`config.mk`:
```
export PLATFORM = sky130hd
export DESIGN_NAME = psc_out
export DESIGN_NICKNAME = d
export VERILOG_FILES = /design/src/sv/psc_pkg.sv /design/src/sv/psc_out.sv
export SDC_FILE = /design/constraint.sdc
export NUM_CORES = 1
export LEC_CHECK = 0
export BUFFER_PORTS_ARGS = -buffer_cell sky130_fd_sc_hd__buf_4
export CORE_ASPECT_RATIO = 0.8
export CORE_MARGIN = 3
export CORE_UTILIZATION = 44
export DETAILED_ROUTE_END_ITERATION = 7
export PLACE_DENSITY = 0.77
export SYNTH_ARGS = -nofsm -noshare
export SYNTH_HDL_FRONTEND = slang
export SYNTH_SLANG_ARGS = --single-unit
```
`constraint.sdc`:
```
create_clock -name clk -period 2.4 [get_ports clk]
set_input_delay 0.12 -clock clk [delete_from_list [all_inputs] [get_ports clk]]
set_output_delay 0.12 -clock clk [all_outputs]
set_load 0.05 [all_outputs]
```
`src/sv/psc_pkg.sv`:
```
`timescale 1ns / 1ps
// Shared constants, types and the arctangent table of the polar scan converter.
// Used by every module of the block; depends on nothing else.

package psc_pkg;

	localparam int MAX_SAMPLES   = 4096;
	localparam int CORDIC_STAGES = 24;
	localparam int ATAN_LEN      = 32;
	localparam int NUM_ROT       = (CORDIC_STAGES < ATAN_LEN) ? CORDIC_STAGES : ATAN_LEN;

	localparam int RANGE_W = 31;
	localparam int ANGLE_W = 32;
	localparam int IDX_W   = 12;
	localparam int COORD_W = 32;
	localparam int CFG_W   = 32;
	localparam int ADDR_W  = 8;

	localparam int IN_DATA_W  = ((RANGE_W + IDX_W + 7) / 8) * 8;
	localparam int OUT_DATA_W = ((2 * COORD_W + IDX_W + 7) / 8) * 8;

	// Angle reduction widths.
	localparam int PROD_W      = IDX_W + ANGLE_W;
	localparam int SUM_W       = PROD_W + 1;
	localparam int EST_SHIFT   = 24;
	localparam int EST_W       = SUM_W - EST_SHIFT;
	localparam int RECIP_SHIFT = 30;
	localparam int RECIP_W     = 24;
	localparam int QP_W        = EST_W + RECIP_W + 1;
	localparam int QUOT_W      = QP_W - RECIP_SHIFT;
	localparam int QD_W        = QUOT_W + 32;
	localparam int RES_W       = 33;
	localparam int ANG_W       = 31;
	localparam int Z_W         = 34;

	// Start vector widths.
	localparam int GAIN_W    = 30;
	localparam int MRAW_W    = RANGE_W + GAIN_W;
	localparam int MAG_SHIFT = 14;
	localparam int MAG_W     = MRAW_W - MAG_SHIFT;
	localparam int XY_W      = MAG_W + 2;
	localparam int FRAC_SHIFT = 16;

	localparam longint PI_Q28      = 64'sd843314857;
	localparam longint TWO_PI_Q28  = 64'sd1686629713;
	localparam longint HALF_PI_Q30 = 64'sd1686629713;
	localparam longint KINV_Q30    = 64'sd652032874;
	localparam longint RECIP_2PI   = (64'sd1 <<< (EST_SHIFT + RECIP_SHIFT)) / TWO_PI_Q28;

	localparam logic [RANGE_W-1:0] MIN_RANGE_RST   = '0;
	localparam logic [RANGE_W-1:0] MAX_RANGE_RST   = '1;
	localparam logic [ANGLE_W-1:0] START_ANGLE_RST = ANGLE_W'(-64'sd843314857);
	localparam logic [ANGLE_W-1:0] ANGLE_STEP_RST  = ANGLE_W'(64'sd4685082);

	typedef enum logic [ADDR_W-1:0] {
		REG_MIN_RANGE   = ADDR_W'(0),
		REG_MAX_RANGE   = ADDR_W'(1),
		REG_START_ANGLE = ADDR_W'(2),
		REG_ANGLE_STEP  = ADDR_W'(3)
	} cfg_reg_t;

	typedef struct packed {
		logic             vld;
		logic             ok;
		logic [IDX_W-1:0] idx;
	} ctl_t;

	function automatic logic [Z_W-1:0] atan_q30(input int i);
		logic [Z_W-1:0] v;
		case (i)
			0:  v = Z_W'(843314857);
			1:  v = Z_W'(497837830);
			2:  v = Z_W'(263043837);
			3:  v = Z_W'(133525159);
			4:  v = Z_W'(67021687);
			5:  v = Z_W'(33543516);
			6:  v = Z_W'(16775851);
			7:  v = Z_W'(8388437);
			8:  v = Z_W'(4194283);
			9:  v = Z_W'(2097149);
			10: v = Z_W'(1048576);
			11: v = Z_W'(524288);
			12: v = Z_W'(262144);
			13: v = Z_W'(131072);
			14: v = Z_W'(65536);
			15: v = Z_W'(32768);
			16: v = Z_W'(16384);
			17: v = Z_W'(8192);
			18: v = Z_W'(4096);
			19: v = Z_W'(2048);
			20: v = Z_W'(1024);
			21: v = Z_W'(512);
			22: v = Z_W'(256);
			23: v = Z_W'(128);
			24: v = Z_W'(64);
			25: v = Z_W'(32);
			26: v = Z_W'(16);
			27: v = Z_W'(8);
			28: v = Z_W'(4);
			29: v = Z_W'(2);
			30: v = Z_W'(1);
			default: v = '0;
		endcase
		return v;
	endfunction

endpackage

```
`src/sv/psc_out.sv`:
```
`timescale 1ns / 1ps
// Output register: rounding to signed Q31.0, saturation, zeroing of invalid points
// and the master-side handshake. Uses psc_pkg.

module psc_out (
	input  logic                                clk,
	input  logic                                arst_n,
	input  psc_pkg::ctl_t                       ctl_i,
	input  logic signed [psc_pkg::XY_W-1:0]     x_i,
	input  logic signed [psc_pkg::XY_W-1:0]     y_i,
	output logic                                en,
	output logic                                m_axis_tvalid,
	input  logic                                m_axis_tready,
	output logic [psc_pkg::OUT_DATA_W-1:0]      m_axis_tdata,
	output logic                                m_axis_tuser
);
	import psc_pkg::*;

	localparam int SUM_RW = XY_W + 1;
	localparam int QW     = SUM_RW - FRAC_SHIFT;
	localparam logic signed [SUM_RW-1:0] RND   = SUM_RW'(1) <<< (FRAC_SHIFT - 1);
	localparam logic signed [QW-1:0]     C_MAX = QW'({1'b0, {(COORD_W-1){1'b1}}});
	localparam logic signed [QW-1:0]     C_MIN = -C_MAX - QW'(1);

	function automatic logic [COORD_W-1:0] round_sat(input logic signed [XY_W-1:0] v);
		logic signed [SUM_RW-1:0] s;
		logic signed [QW-1:0]     q;
		logic [COORD_W-1:0]       r;
		s = SUM_RW'(v) + RND;
		q = s[SUM_RW-1:FRAC_SHIFT];
		if (q > C_MAX) begin
			r = C_MAX[COORD_W-1:0];
		end else if (q < C_MIN) begin
			r = C_MIN[COORD_W-1:0];
		end else begin
			r = q[COORD_W-1:0];
		end
		return r;
	endfunction

	logic                    out_vld_q;
	logic [OUT_DATA_W-1:0]   out_data_q;
	logic                    out_user_q;
	logic [COORD_W-1:0]      px_c, py_c;

	assign en = !out_vld_q || m_axis_tready;

	always_comb begin
		if (ctl_i.ok) begin
			px_c = round_sat(x_i);
			py_c = round_sat(y_i);
		end else begin
			px_c = '0;
			py_c = '0;
		end
	end

	always_ff @(posedge clk or negedge arst_n) begin
		if (!arst_n) begin
			out_vld_q <= 1'b0;
		end else if (en) begin
			out_vld_q <= ctl_i.vld;
		end
	end

	always_ff @(posedge clk) begin
		if (en) begin
			out_data_q <= OUT_DATA_W'({ctl_i.idx, py_c, px_c});
			out_user_q <= ctl_i.ok;
		end
	end

	assign m_axis_tvalid = out_vld_q;
	assign m_axis_tdata  = out_data_q;
	assign m_axis_tuser  = out_user_q;

endmodule

```
# Word-level counts from Yosys, hierarchy flattened
# Cells that the tools add are included.
[op_classes] addsub=2 order_cmp=4 n_mux=4 bitwise_logic=1 reduce_logical=4
[ops] op="$add 49x17->50 const B" count=2
[ops] op="$gt 34x32->1 const B" count=2
[ops] op="$lt 34x32->1 const B" count=2
[ops] op="$mux 32" count=2
[ops] op="$mux 31" count=2
[ops] op="$reduce_or 2->1" count=2
[ops] op="$logic_not 1->1" count=1
[ops] op="$logic_or 1x1->1" count=1
[ops] op="$not 1->1" count=1
[word_totals] ff_bits=78 in_bits=115 out_inout_bits=83 wordCells=21

# Logic depth before layout (Yosys ltp)
[depth] depth_word=4 mapped_depth=9 mapped_depth_nobuf=7

# Worst setup path before layout
# OpenSTA, ideal clock, no wires.
[synth_path] path_kind="reg-to-reg" from="register out_vld_q, in the netlist m_axis_tvalid" to="register out_data_q[0], in the netlist m_axis_tdata[0] (enable)" setup_time_ns=0.467 arrival_time_ns=2.754 t_required_ns=1.933 slack_ns=-0.821 path_stages_with_launch=2 path_buffers=0 synth_period_minus_slack_ns=3.221 cell_sequence="dfrtp_1 -> nand2b_1"
[synth_between] elab_chain_cells=2
[synth_rtl] element="start: declaration" line="psc_out.sv:41" rtl="logic out_vld_q;"
[synth_rtl] element="start signal: assignment" line="psc_out.sv:62" rtl="out_vld_q <= ctl_i.vld;"
[synth_rtl] element="$logic_not 1->1" line="psc_out.sv:46" rtl="assign en = !out_vld_q || m_axis_tready;"
[synth_rtl] element="$logic_or 1x1->1" line="psc_out.sv:46"
[synth_rtl] element="named net en" line="psc_out.sv:11" rtl="output logic en,"
[synth_rtl] element="end signal: assignment" line="psc_out.sv:68" rtl="out_data_q <= OUT_DATA_W'({ctl_i.idx, py_c, px_c});"
[synth_rtl] element="end: declaration" line="psc_out.sv:42" rtl="logic [OUT_DATA_W-1:0] out_data_q;"
# The timed path passes the listed nets, and every way through them passes these cells.
# A chain may end at the register's enable or synchronous reset.

# Final worst setup path
[layout_path] from="input x_i[15] in the netlist's numbering" to="register out_data_q[0], in the netlist m_axis_tdata[0], data pin"
[layout_between] elab_chain_cells=4 elab_cells_between_ends=5 classes_between="1 x add/sub; 2 x order compare; 2 x mux"
[layout_rtl] element="start: declaration" line="psc_out.sv:9" rtl="input logic signed [psc_pkg::XY_W-1:0] x_i,"
[layout_rtl] element="$add 49x17->50 *" line="psc_out.sv:29" rtl="s = SUM_RW'(v) + RND;"
[layout_rtl] element="$lt 34x32->1" line="psc_out.sv:33" rtl="end else if (q < C_MIN) begin"
[layout_rtl] element="$mux 32" line="psc_out.sv:33"
[layout_rtl] element="$mux 31 *" line="psc_out.sv:31" rtl="if (q > C_MAX) begin"
# Every way passes the cells marked *; elsewhere a longest branch is shown, timed or not.

==> impl_metrics.toml <==
[power_and_ir_drop]
fin_total_pwr_w = 0.00424
power.leakage_nw = 2.73
ir_worst_vdd_mv = 0.402
powerDensity_mw_per_mm2 = 623

[die]
ios = 198
die_w_um = 124
die_h_um = 100
start_util_pct = 46.4
rows = 33
dieArea_mm2 = 0.0125
core_mm2 = 0.0106

[clock_network]
clock_path_buffers = 2
cts_sinks = 78
clk_latency_ns = 0.33
clk_pin_slew_ns = 0.06
cts_tree = "done"
root_buffer = "clkbuf_16"
ctsResizeCount = 0
htree_num_levels = 3
numCtsBuffers = 9

[global_routing]
grt_max_degree = 32
antenna_found_initial = 0
globalRouteOverflowTotal = 0
grt_pass1_vias = 4197
grt_pass1_wl_mm = 20.9
grt.total_usage_pct = 21.3

[yosys]
synth_flop_cell = "edfxtp_1"
synthDistinctLibCells = 57
postSynthCellCount = 462
synth.most_common_cell = "edfxtp_1"
netlist_area_mm2 = 0.00490
synth_top_area_share_pct = 47.1
avgSynthCellArea_um2 = 10.6
synth_area_leaders = "edfxtp_1 (47%), o21ai_2 (5.5%), xor2_1 (5.0%)"
synth_edf_count = 77
ys_ff_latch = 78
synth_area_leader_cell = "edfxtp_1"
yosysSeqAreaShare_pct = 47.7
synthTopCellsByCount = "edfxtp_1 (77), nand2_1 (53), o21ai_2 (31)"
yosysWarnings = 0
async_flop_share_pct = 1.28

[worst_setup_path]
r2r_slack_ns = 0.91
endpoint = "m_axis_tdata[0]"
cp-end-kind = "flip-flop"
arrival_ns = 2.23
setup.worst_path.start_class = "input port"
critPathBufInv = 2
cpMostUsedCell = "buf_4"
crit_chain = "buf_4, ha_1, nand4_2, or4_1, buf_4, o22ai_1, and2_1, a21oi_1, a21boi_0"
r2r-start = "m_axis_tvalid"
crit_family = "simple AND/OR/NAND/NOR gates"
worst-path-max-fanout = 7
rr_endpoint = "m_axis_tdata[72]"
crit_path_max_incr_delay_ns = 0.66
required_ns = 2.55
slowest_stage = "or4_1"
crit_type = "in -> reg"
cp_num_cells = 9
critical_path.startpoint = "x_i[15]"
reg2regPathDepth = 2

[run_status]
status = "completed"

[sta]
setup_viol = 0
fin_setup_tns_ns = 0
fmax_mhz = 481
min_period_ns = 2.08
finClkSkew_ns = 0.00511
finalHoldViolCount = 0
drv_slew = 0
fin_crit_sh_pct = 86.6
rsz0062_at_grt = "false"

[finish]
nFillCells = 867
fin_cells = 795
n_antenna_cell = 0
ff_latch_area_mm2 = 0.00234
drive_gt1_share_pct = 38.3
multi_input_area_mm2 = 0.00237
areaGrowthSynthToFinish_pct = 38.7
final_nets = 767

[job]
cap_violations = 0

[drt]
antenna_left = 0
via_per_inst = 5.63
drt_pre_antenna_iters = 5
finalWirelength_mm = 13.5
first_iter_violations = 311
drcViolationCount = 0
num_vias = 4478
post_drt_wl_per_cell_um = 17.0

[placement]
numPortBuffers = 163
dp.cells = 765
place_congestion = 0.926
dp_hpwl_mm = 10.3

[hold_path]
min_path_type = "in -> async"
[worst register-to-register path, delay by kind of cell, from the launching register on]
| kind | cells | cell delay (ns) |
|---|---|---|
| buf+inv | 1 | 0.41 |
| simple gates | 1 | 0.34 |
| flops | 1 | 0.40 |
[flip-flops by register name, indices dropped and copies added (netlist names)]
signal         cells
m_axis_tvalid      1
m_axis_tuser       1
m_axis_tdata      76
[worst min-delay path by stage]
| stage | depth (start not counted) | slack, ns | end |
|---|---|---|---|
| 2_1_floorplan | 0 | -0.18 | m_axis_tvalid |
| 3_3_place_gp | 1 | -0.10 | m_axis_tvalid |
| 3_5_place_dp | 1 | -0.10 | m_axis_tvalid |
| 4_1_cts | 2 | 0.08 | m_axis_tvalid |
| 5_1_grt | 2 | 0.1 | m_axis_tvalid |
| 6_report | 2 | 0.10 | m_axis_tvalid |
[final cells by class]
| cell class | count | share of cell area (%) |
|---|---|---|
| timing repair buffer | 199 | 23.2 |
| sequential | 78 | 34.4 |
| clock buffer | 10 | 3.51 |
| inverter | 10 | 0.552 |
| multi-input combinational | 352 | 34.8 |
| clock inverter | 6 | 0.993 |
| tap | 140 | 2.57 |
[repair_timing]
action / in CTS / in global routing
hold buffers: 14 / 0
setup buffers: 0 / 0
endpoints found under the hold margin: 14 / 0
[routing by layer]
layer	GRT usage, %	wire, um	vias up
met5	0	0	-
li1	-	-	2120
met3	4.23	1130	17
met1	30.6	6040	2115
met4	6.48	204	0
met2	32.7	6130	226
[power breakdown]
group	switching (W)	internal [W]
registers	0.0000378	0.00165
logic	0.000774	0.000384
clock network	0.000551	0.000839
total	0.00136	0.00287
[per-stage QoR]
step / setup WS, ns / instance area, um^2 / util [%] / hold slack (ns)
after floorplan: 0.190 / 4920 / - / -0.176
after global placement: 0.0840 / 6360 / 60.1 / -0.104
after detailed placement: 0.0289 / 6360 / 60.1 / -0.103
after CTS: 0.365 / 6800 / 64.4 / 0.0842
after global routing: 0.250 / 6800 / 64.4 / 0.0977
final: 0.321 / 6800 / 64.4 / 0.104
[cell families (layout without fill, tap and decap cells)]
kind of cell,after synthesis,count (layout),synth area share (%)
other,1,4,0.0765
adders and majority gates,2,2,0.510
AOI/OAI and AO/OA,115,115,17.4
DFF,78,78,47.7
xor gates and xnor gates,55,55,9.82
and+or+nand+nor,175,175,19.7
buffers and inverters,35,225,4.69
muxes,1,1,0.204
[cells in the final DEF (no fill, tap or decap), drive strengths merged, types with 20 or more instances in the layout]
cell and n:
xor2 28, nor2 22, edfxtp 77, nand4 24, a21boi 21, xnor2 27
buf 185, a21oi 21, o21ai 43, nand2 53, nand3 20
Note: power is estimated with default switching activity, not from simulation.
