[src/sv/psc_pkg.sv]
`timescale 1ns / 1ps
// Shared constants, types and the arctangent table of the polar scan converter.
// Used by every module of the block; depends on nothing else.

package psc_pkg;

	localparam int MAX_SAMPLES   = 4096;
	localparam int CORDIC_STAGES = 24;
	localparam int ATAN_LEN      = 32;
	localparam int NUM_ROT       = (CORDIC_STAGES < ATAN_LEN) ? CORDIC_STAGES : ATAN_LEN;

	localparam int RANGE_W = 31;
	localparam int ANGLE_W = 32;
	localparam int IDX_W   = 12;
	localparam int COORD_W = 32;
	localparam int CFG_W   = 32;
	localparam int ADDR_W  = 8;

	localparam int IN_DATA_W  = ((RANGE_W + IDX_W + 7) / 8) * 8;
	localparam int OUT_DATA_W = ((2 * COORD_W + IDX_W + 7) / 8) * 8;

	// Angle reduction widths.
	localparam int PROD_W      = IDX_W + ANGLE_W;
	localparam int SUM_W       = PROD_W + 1;
	localparam int EST_SHIFT   = 24;
	localparam int EST_W       = SUM_W - EST_SHIFT;
	localparam int RECIP_SHIFT = 30;
	localparam int RECIP_W     = 24;
	localparam int QP_W        = EST_W + RECIP_W + 1;
	localparam int QUOT_W      = QP_W - RECIP_SHIFT;
	localparam int QD_W        = QUOT_W + 32;
	localparam int RES_W       = 33;
	localparam int ANG_W       = 31;
	localparam int Z_W         = 34;

	// Start vector widths.
	localparam int GAIN_W    = 30;
	localparam int MRAW_W    = RANGE_W + GAIN_W;
	localparam int MAG_SHIFT = 14;
	localparam int MAG_W     = MRAW_W - MAG_SHIFT;
	localparam int XY_W      = MAG_W + 2;
	localparam int FRAC_SHIFT = 16;

	localparam longint PI_Q28      = 64'sd843314857;
	localparam longint TWO_PI_Q28  = 64'sd1686629713;
	localparam longint HALF_PI_Q30 = 64'sd1686629713;
	localparam longint KINV_Q30    = 64'sd652032874;
	localparam longint RECIP_2PI   = (64'sd1 <<< (EST_SHIFT + RECIP_SHIFT)) / TWO_PI_Q28;

	localparam logic [RANGE_W-1:0] MIN_RANGE_RST   = '0;
	localparam logic [RANGE_W-1:0] MAX_RANGE_RST   = '1;
	localparam logic [ANGLE_W-1:0] START_ANGLE_RST = ANGLE_W'(-64'sd843314857);
	localparam logic [ANGLE_W-1:0] ANGLE_STEP_RST  = ANGLE_W'(64'sd4685082);

	typedef enum logic [ADDR_W-1:0] {
		REG_MIN_RANGE   = ADDR_W'(0),
		REG_MAX_RANGE   = ADDR_W'(1),
		REG_START_ANGLE = ADDR_W'(2),
		REG_ANGLE_STEP  = ADDR_W'(3)
	} cfg_reg_t;

	typedef struct packed {
		logic             vld;
		logic             ok;
		logic [IDX_W-1:0] idx;
	} ctl_t;

	function automatic logic [Z_W-1:0] atan_q30(input int i);
		logic [Z_W-1:0] v;
		case (i)
			0:  v = Z_W'(843314857);
			1:  v = Z_W'(497837830);
			2:  v = Z_W'(263043837);
			3:  v = Z_W'(133525159);
			4:  v = Z_W'(67021687);
			5:  v = Z_W'(33543516);
			6:  v = Z_W'(16775851);
			7:  v = Z_W'(8388437);
			8:  v = Z_W'(4194283);
			9:  v = Z_W'(2097149);
			10: v = Z_W'(1048576);
			11: v = Z_W'(524288);
			12: v = Z_W'(262144);
			13: v = Z_W'(131072);
			14: v = Z_W'(65536);
			15: v = Z_W'(32768);
			16: v = Z_W'(16384);
			17: v = Z_W'(8192);
			18: v = Z_W'(4096);
			19: v = Z_W'(2048);
			20: v = Z_W'(1024);
			21: v = Z_W'(512);
			22: v = Z_W'(256);
			23: v = Z_W'(128);
			24: v = Z_W'(64);
			25: v = Z_W'(32);
			26: v = Z_W'(16);
			27: v = Z_W'(8);
			28: v = Z_W'(4);
			29: v = Z_W'(2);
			30: v = Z_W'(1);
			default: v = '0;
		endcase
		return v;
	endfunction

endpackage

[src/sv/psc_front.sv]
`timescale 1ns / 1ps
// Front pipeline: range window check, beam angle, reduction into (-pi, pi],
// gain-compensated start vector and quadrant pre-rotation. Uses psc_pkg.

module psc_front (
	input  logic                                  clk,
	input  logic                                  arst_n,
	input  logic                                  en,
	input  logic                                  in_vld,
	input  logic [psc_pkg::RANGE_W-1:0]           range_sample,
	input  logic                                  sample_finite,
	input  logic [psc_pkg::IDX_W-1:0]             sample_index,
	input  logic [psc_pkg::RANGE_W-1:0]           min_range,
	input  logic [psc_pkg::RANGE_W-1:0]           max_range,
	input  logic signed [psc_pkg::ANGLE_W-1:0]    start_angle,
	input  logic signed [psc_pkg::ANGLE_W-1:0]    angle_step,
	output psc_pkg::ctl_t                         ctl_o,
	output logic signed [psc_pkg::XY_W-1:0]       x_o,
	output logic signed [psc_pkg::XY_W-1:0]       y_o,
	output logic signed [psc_pkg::Z_W-1:0]        z_o
);
	import psc_pkg::*;

	localparam logic [GAIN_W-1:0]          KINV     = GAIN_W'(KINV_Q30);
	localparam logic [MRAW_W-1:0]          MAG_RND  = MRAW_W'(1) << (MAG_SHIFT - 1);
	localparam logic [RECIP_W-1:0]         RECIP    = RECIP_W'(RECIP_2PI);
	localparam logic signed [QD_W-1:0]     D_QD     = QD_W'(TWO_PI_Q28);
	localparam logic signed [RES_W-1:0]    D_RES    = RES_W'(TWO_PI_Q28);
	localparam logic signed [RES_W-1:0]    TWO_D    = RES_W'(2 * TWO_PI_Q28);
	localparam logic [ANG_W-1:0]           D_ANG    = ANG_W'(TWO_PI_Q28);
	localparam logic [ANG_W-1:0]           PI_ANG   = ANG_W'(PI_Q28);
	localparam logic signed [Z_W-1:0]      D_Z      = Z_W'(TWO_PI_Q28);
	localparam logic signed [Z_W-1:0]      HP_Z     = Z_W'(HALF_PI_Q30);
	// A beam at exactly pi leaves a residual slightly above a quarter turn.
	localparam logic signed [Z_W-1:0]      Z_TOP    = Z_W'(4 * PI_Q28 - HALF_PI_Q30);

	ctl_t ctl_s1, ctl_s2, ctl_s3, ctl_s4, ctl_s5, ctl_s6, ctl_s7;

	logic signed [PROD_W-1:0] idx_x, step_x, prod_c, prod_s1;
	logic [MRAW_W-1:0]        mraw_c, mraw_s1;
	logic                     ok_c;

	logic signed [SUM_W-1:0]  sum_s2, sum_s3, sum_s4;
	logic [MAG_W-1:0]         m_s2, m_s3, m_s4, m_s5, m_s6;

	logic signed [EST_W-1:0]  est_c;
	logic signed [QP_W-1:0]   qp_c;
	logic signed [QUOT_W-1:0] q_s3;

	logic signed [QD_W-1:0]   qd_c, qd_s4, diff_c;
	logic signed [RES_W-1:0]  res_s5;
	logic [ANG_W-1:0]         ang_c, ang_s6;

	logic signed [Z_W-1:0]    zw_c, zf_c, z_c, z_s7;
	logic signed [XY_W-1:0]   mx_c, x_c, y_c, x_s7, y_s7;

	// Stage 1: window check, index times step, range times inverse gain.
	assign idx_x  = PROD_W'($signed({1'b0, sample_index}));
	assign step_x = PROD_W'(angle_step);
	assign prod_c = idx_x * step_x;
	assign mraw_c = MRAW_W'(range_sample) * MRAW_W'(KINV);
	assign ok_c   = sample_finite && (range_sample > min_range) &&
	                (range_sample < max_range) && (int'(sample_index) < MAX_SAMPLES);

	// Stage 3: quotient estimate from the top bits of the angle sum.
	assign est_c = $signed(sum_s2[SUM_W-1:EST_SHIFT]);
	assign qp_c  = QP_W'(est_c) * QP_W'($signed({1'b0, RECIP}));

	// Stages 4 and 5: remainder, within one period of the final range.
	assign qd_c   = QD_W'(q_s3) * D_QD;
	assign diff_c = QD_W'(sum_s4) - qd_s4;

	always_comb begin
		if (res_s5 < 0) begin
			ang_c = ANG_W'(res_s5 + D_RES);
		end else if (res_s5 >= D_RES) begin
			ang_c = ANG_W'(res_s5 - D_RES);
		end else begin
			ang_c = ANG_W'(res_s5);
		end
	end

	// Stage 7: wrap into (-pi, pi], scale to Q30 and pre-rotate by a quarter turn when beyond +-pi/2.
	always_comb begin
		zw_c = Z_W'($signed({1'b0, ang_s6}));
		mx_c = XY_W'($signed({1'b0, m_s6}));
		if (ang_s6 > PI_ANG) begin
			zf_c = (zw_c - D_Z) <<< 2;
		end else begin
			zf_c = zw_c <<< 2;
		end
		if (zf_c > HP_Z) begin
			x_c = '0;
			y_c = mx_c;
			z_c = zf_c - HP_Z;
		end else if (zf_c < -HP_Z) begin
			x_c = '0;
			y_c = -mx_c;
			z_c = zf_c + HP_Z;
		end else begin
			x_c = mx_c;
			y_c = '0;
			z_c = zf_c;
		end
	end

	always_ff @(posedge clk or negedge arst_n) begin
		if (!arst_n) begin
			ctl_s1 <= '0;
			ctl_s2 <= '0;
			ctl_s3 <= '0;
			ctl_s4 <= '0;
			ctl_s5 <= '0;
			ctl_s6 <= '0;
			ctl_s7 <= '0;
		end else if (en) begin
			ctl_s1 <= '{vld: in_vld, ok: ok_c, idx: sample_index};
			ctl_s2 <= ctl_s1;
			ctl_s3 <= ctl_s2;
			ctl_s4 <= ctl_s3;
			ctl_s5 <= ctl_s4;
			ctl_s6 <= ctl_s5;
			ctl_s7 <= ctl_s6;
		end
	end

	always_ff @(posedge clk) begin
		if (en) begin
			prod_s1 <= prod_c;
			mraw_s1 <= mraw_c;
			sum_s2  <= SUM_W'(start_angle) + SUM_W'(prod_s1);
			m_s2    <= MAG_W'((mraw_s1 + MAG_RND) >> MAG_SHIFT);
			sum_s3  <= sum_s2;
			m_s3    <= m_s2;
			q_s3    <= qp_c[RECIP_SHIFT +: QUOT_W];
			sum_s4  <= sum_s3;
			m_s4    <= m_s3;
			qd_s4   <= qd_c;
			res_s5  <= diff_c[RES_W-1:0];
			m_s5    <= m_s4;
			ang_s6  <= ang_c;
			m_s6    <= m_s5;
			x_s7    <= x_c;
			y_s7    <= y_c;
			z_s7    <= z_c;
		end
	end

	assign ctl_o = ctl_s7;
	assign x_o   = x_s7;
	assign y_o   = y_s7;
	assign z_o   = z_s7;

	a_res_window: assert property (@(posedge clk) disable iff (!arst_n)
		ctl_s5.vld |-> (res_s5 >= -D_RES) && (res_s5 < TWO_D))
		else $error("angle remainder estimate out of window");

	a_ang_period: assert property (@(posedge clk) disable iff (!arst_n)
		ctl_s6.vld |-> (ang_s6 < D_ANG))
		else $error("reduced angle not below one period");

	a_z_quadrant: assert property (@(posedge clk) disable iff (!arst_n)
		ctl_s7.vld |-> (z_s7 <= Z_TOP) && (z_s7 >= -HP_Z))
		else $error("residual angle outside a quarter turn");

endmodule

[config.mk]
export PLATFORM = sky130hd
export DESIGN_NAME = psc_front
export DESIGN_NICKNAME = d
export VERILOG_FILES = /design/src/sv/psc_pkg.sv /design/src/sv/psc_front.sv
export SDC_FILE = /design/constraint.sdc
export NUM_CORES = 2
export LEC_CHECK = 0
export BUFFER_PORTS_ARGS = -buffer_cell sky130_fd_sc_hd__buf_4
export CAP_MARGIN = 0
export CORE_MARGIN = 5
export CORE_UTILIZATION = 69
export CTS_BUF_LIST = sky130_fd_sc_hd__clkbuf_16
export CTS_CLUSTER_DIAMETER = 30
export CTS_CLUSTER_SIZE = 28
export DETAILED_ROUTE_END_ITERATION = 10
export GPL_TIMING_DRIVEN = 0
export PLACE_DENSITY = 0.94
export SLEW_MARGIN = 0
export SYNTH_ARGS = -nofsm -noshare
export SYNTH_HDL_FRONTEND = slang
export SYNTH_SLANG_ARGS = --single-unit
[constraint.sdc]
create_clock -name clk -period 18.7 [get_ports clk]
set_input_delay 1.87 -clock clk [delete_from_list [all_inputs] [get_ports clk]]
set_output_delay 1.87 -clock clk [all_outputs]
set_load 0.005 [all_outputs]
-- Word-level counts from Yosys, hierarchy flattened
Index checks and enable logic that the tools add are counted.
- multiplexer cells: 7
- $add $sub $neg: 9
- $mul: 4
- reductions and logical operators: 4
- magnitude comparators: 7
- bitwise logic cells: 1
- operator list (operator ; count):
    2-to-1 mux 34 bit ; 3
    2-to-1 mux 47 bit ; 2
    2-to-1 mux 31 bit ; 2
    adder 61 x 14 -> 61 bit, second input constant ; 1
    multiplier 31 x 29 -> 60 bit, second input constant ; 1
    negation 47 -> 49 bit ; 1
    multiplier 21 x 25 -> 46 bit, second input constant ; 1
    adder 32 x 44 -> 45 bit ; 1
    multiplier 13 x 32 -> 44 bit ; 1
    adder 34 x 32 -> 34 bit, second input constant ; 1
    greater-than comparator 34 x 32 -> 1 bit, second input constant ; 1
    < comparator 34 x 32 -> 1 bit, second input constant ; 1
    subtractor 34 x 32 -> 34 bit, second input constant ; 1
    >= comparator 33 x 32 -> 1 bit, second input constant ; 1
    < comparator 33 x 1 -> 1 bit, second input constant ; 1
    multiplier 16 x 32 -> 33 bit, second input constant ; 1
    subtractor 33 bit ; 1
    subtractor 31 x 31 -> 32 bit, second input constant ; 1
    adder 31 x 30 -> 31 bit, second input constant ; 1
    greater-than comparator 31 x 30 -> 1 bit, second input constant ; 1
    greater-than comparator 31 bit ; 1
    < comparator 31 bit ; 1
    subtractor 31 x 30 -> 31 bit, second input constant ; 1
    OR reduction 2 bit ; 2
    other kinds (2) ; 3
- bits in registers: 793
- output and inout bits: 146
- bits of input ports: 174
- logic and storage cells: 72

-- Longest topological paths before layout
- word-level depth: 5
- depth in mapped cells: 27

-- Worst setup path before layout
No wires, ideal clock.
- path kind: input -> register
- start: input port range_sample[9] in the netlist's numbering
- end: register mraw_s1[60] (data pin)
- stages on the path: 25
- buffers on the path: 0
- required time: 18440 ps
- setup slack: 9874 ps
- arrival: 8566 ps
- cells stage by stage: ha_1 > fa_1 > inv_1 > fa_1 > fa_1 > fa_1 > inv_1 > fa_1 > fa_1 > inv_1 > fa_1 > inv_1 > ha_1 > nand4_1 > a2111oi_0 > o211ai_1 > a311oi_1 > a41o_1 > nand3b_1 > o2bb2ai_1 > o211ai_1 > o22ai_1 > o41a_1 > a21oi_1 > xnor2_1
- cells in the longest elaborated chain, start to end: 1
- ends and longest elaborated chain (element ; line ; text):
    start: declaration ; psc_front.sv:10 ; input logic [psc_pkg::RANGE_W-1:0] range_sample,
    multiplier 31 x 29 -> 60 bit ; psc_front.sv:61 ; assign mraw_c = MRAW_W'(range_sample) * MRAW_W'(KINV);
    named net mraw_c[60] ; psc_front.sv:40 ; logic [MRAW_W-1:0] mraw_c, mraw_s1;
    end signal: assignment ; psc_front.sv:130 ; mraw_s1 <= mraw_c;
    end: declaration ; psc_front.sv:40 ;
The timed path passes the listed nets, and every way through them passes these cells.
A chain may end at the register's enable or synchronous reset.

-- Final worst setup path
- start: input port range_sample[11] in the netlist's numbering
- end: register mraw_s1[60] (data pin)
The elaborated chain is that of the path after synthesis.

==> results.cfg <==
[clocking]
cts_buffer_depth = 3
cts_sinks = 779
hold_buffers = 0
cts_setup_buffers = 0
cts_repair_resize_count = 0
clkTransAtPathRegs_ps = 50
htreeDepth = 4
cts_made_buffers = 154
cts-root-buf = clkbuf_16
cts_tree = done
clk_latency_ps = 780

[logic_synthesis]
synth_edf_count = 681
synth_ff_type = edfxtp_1
synthArstFlopShare_pct = 12.58
ys_types = 98
synthesis.area_sq_mm = 0.07868
yosysSeqAreaShare_pct = 29.11
synth_cells = 7087
synth-warning-count = 0
avgSynthCellArea_sq_um = 11.10
synth_top_area_cell = fa_1
synthTopCellsByArea = fa_1 27%, edfxtp_1 26%, ha_1 15%
synth_top_cell_area_share_pct = 26.79
ys_seq_elements = 779

[worst_setup_path]
slowest_stage = a311oi_1
critPathMaxStageDelay_ps = 750
crit_arrival_ps = 10320
path_common_cell = fa_1
crit_fanout = 9
crit_path_start_kind = input port
required_ps = 19210
path_class = input port to register
worst_setup_path_end_kind = register
r2r_cells = 26

[global_route]
grt_pass1_wl_mm = 341.0
track_usage_pct = 36.21
grt_max_degree = 131
antenna_found_initial = 6
overflow = 0
grt_pass1_vias = 61970

[sta]
setup_viol = 0
setup_tns_ps = 0
slew_violations = 0
rsz0062_at_grt = false
fin_crit_ps = 9806
worst_slew_pin_slew_ps = 1149
period_share_pct = 52.44
slew_headroom_pct = 23.38
fmax_mhz = 102.0
finalClockSkew_ps = 46.77
worst_hold_slack_ps = 391.8
final_hold_viol_count = 0

[floorplanning]
die_y_um = 347.7
die_w_um = 347.7
die_area_sq_mm = 0.1209
start_util_pct = 69.75
placementRows = 123
ios = 320
core_area_sq_mm = 0.1128

[final_layout]
final_common_cell = inv_1
final_cell_mix = 1498 x inv_1, 1053 x fa_1, 946 x ha_1, 681 x edfxtp_1, 382 x nand2_1
layout.nets = 9740
fin_area_sq_mm = 0.08844
drive_gt1_share_pct = 9.888
area_growth_pct = 12.40

[placed_design]
hpwl_mm = 159.9
io_buffers = 317
dpl-instance-area_sq_mm = 0.08312
place_congestion = 1.016

[flow_run]
maxCapViolCount = 0

[min_path]
min_path_cells = 0
worstHoldPathType = register to register

[detailed_routing]
wl_per_cell_um = 23.40
ant_nets = 0
drtPass1Iterations = 6
drc_errors = 0
vias_per_cell = 6.158
vias = 56660
drt_iter0_drc = 5587
totalWireLength_mm = 215.3

[run_status]
run_status = completed
-- per-stage QoR --
step | utilization [%] | worst slack [ps] | instances
detailed placement | 73.68 | 8617 | 8911
floorplan | - | 9874 | 7088
global placement | 73.53 | 8707 | 8905
finish | 78.40 | 8894 | 9200
global route | 78.39 | 8661 | 9197
CTS | 78.39 | 9199 | 9196
-- worst paths after layout --
path                             startpoint           to  slack, ps
setup / recovery           range_sample[11]  mraw_s1[60]       8890
hold / removal                   sum_s3[18]   sum_s4[18]        390
min in group asynchronous            arst_n    ctl_s5[9]       1360
hold reg to reg                  sum_s3[18]   sum_s4[18]        390
setup reg to reg                 sum_s2[37]     q_s3[15]      10150
max in group asynchronous            arst_n   ctl_s3[11]      16600
-- Yosys cell counts, drive strengths merged (27+ instances only) --
cell    count
edfxtp    681
nand4      49
mux2       99
and2      230
clkbuf    127
or3        32
ha        946
nand2b     39
a21o      102
nor2      260
buf        34
xor2       81
a211oi     33
o21ai     176
o21a       44
a21oi     234
nor3       94
and3       81
inv      1482
nor2b      42
fa       1053
xnor2     242
nand2     382
dfrtp      98
a31oi      37
nand3      77
o21bai     27
-- cell type report --
cell class,instances,area (sq um)
multi-input combinational,4666,49550
fill,6291,24360
sequential,779,22900
inverter,1482,5568
clock buffer,154,3854
timing repair buffer,323,2552
tap,1500,1877
clock inverter,131,1461
buffer,161,669.4
antenna,4,10.01
-- critical path, delay by kind of cell --
kind	cells	cell delay (ps)
AO/OA/AOI/OAI	9	2990
buffers and inverters	5	470
AND/OR/NAND/NOR	2	430
adder cells (fa/ha/maj)	9	4360
XOR/XNOR	1	150
-- per-layer routing --
metal  up-vias  GRT usage [%]  share of wire (%)
li1      24310              -                  -
met1     27930          44.09                 35
met2      3437          60.44                 49
met3       975          8.288                9.4
met4         0          19.72                6.7
met5         -              0                  0
-- logic make-up after synthesis --
| kind of cell | after synthesis | share of synthesized area (%) |
|---|---|---|
| XOR/XNOR | 323 | 3.624 |
| AO/OA/AOI/OAI | 865 | 7.229 |
| multiplexers | 104 | 1.480 |
| flip-flops | 779 | 29.11 |
| buffers and inverters | 1643 | 7.927 |
| AND/OR/NAND/NOR | 1373 | 8.795 |
| adder cells (fa/ha/maj) | 1999 | 41.83 |
| other | 1 | 0.004766 |
-- registers in the layout, indices dropped and copies added, names as in the netlist, 34 cells and up --
register and cells:
x_o 47, z_o 34, y_o 49, m_s3 47, m_s5 47, m_s6 47, mraw_s1 48, m_s4 47
prod_s1 44, sum_s2 45, m_s2 47
Power is left out: the tool's default activity adds up to more than one toggle a clock period on the data nets, which glitch-free logic cannot reach.
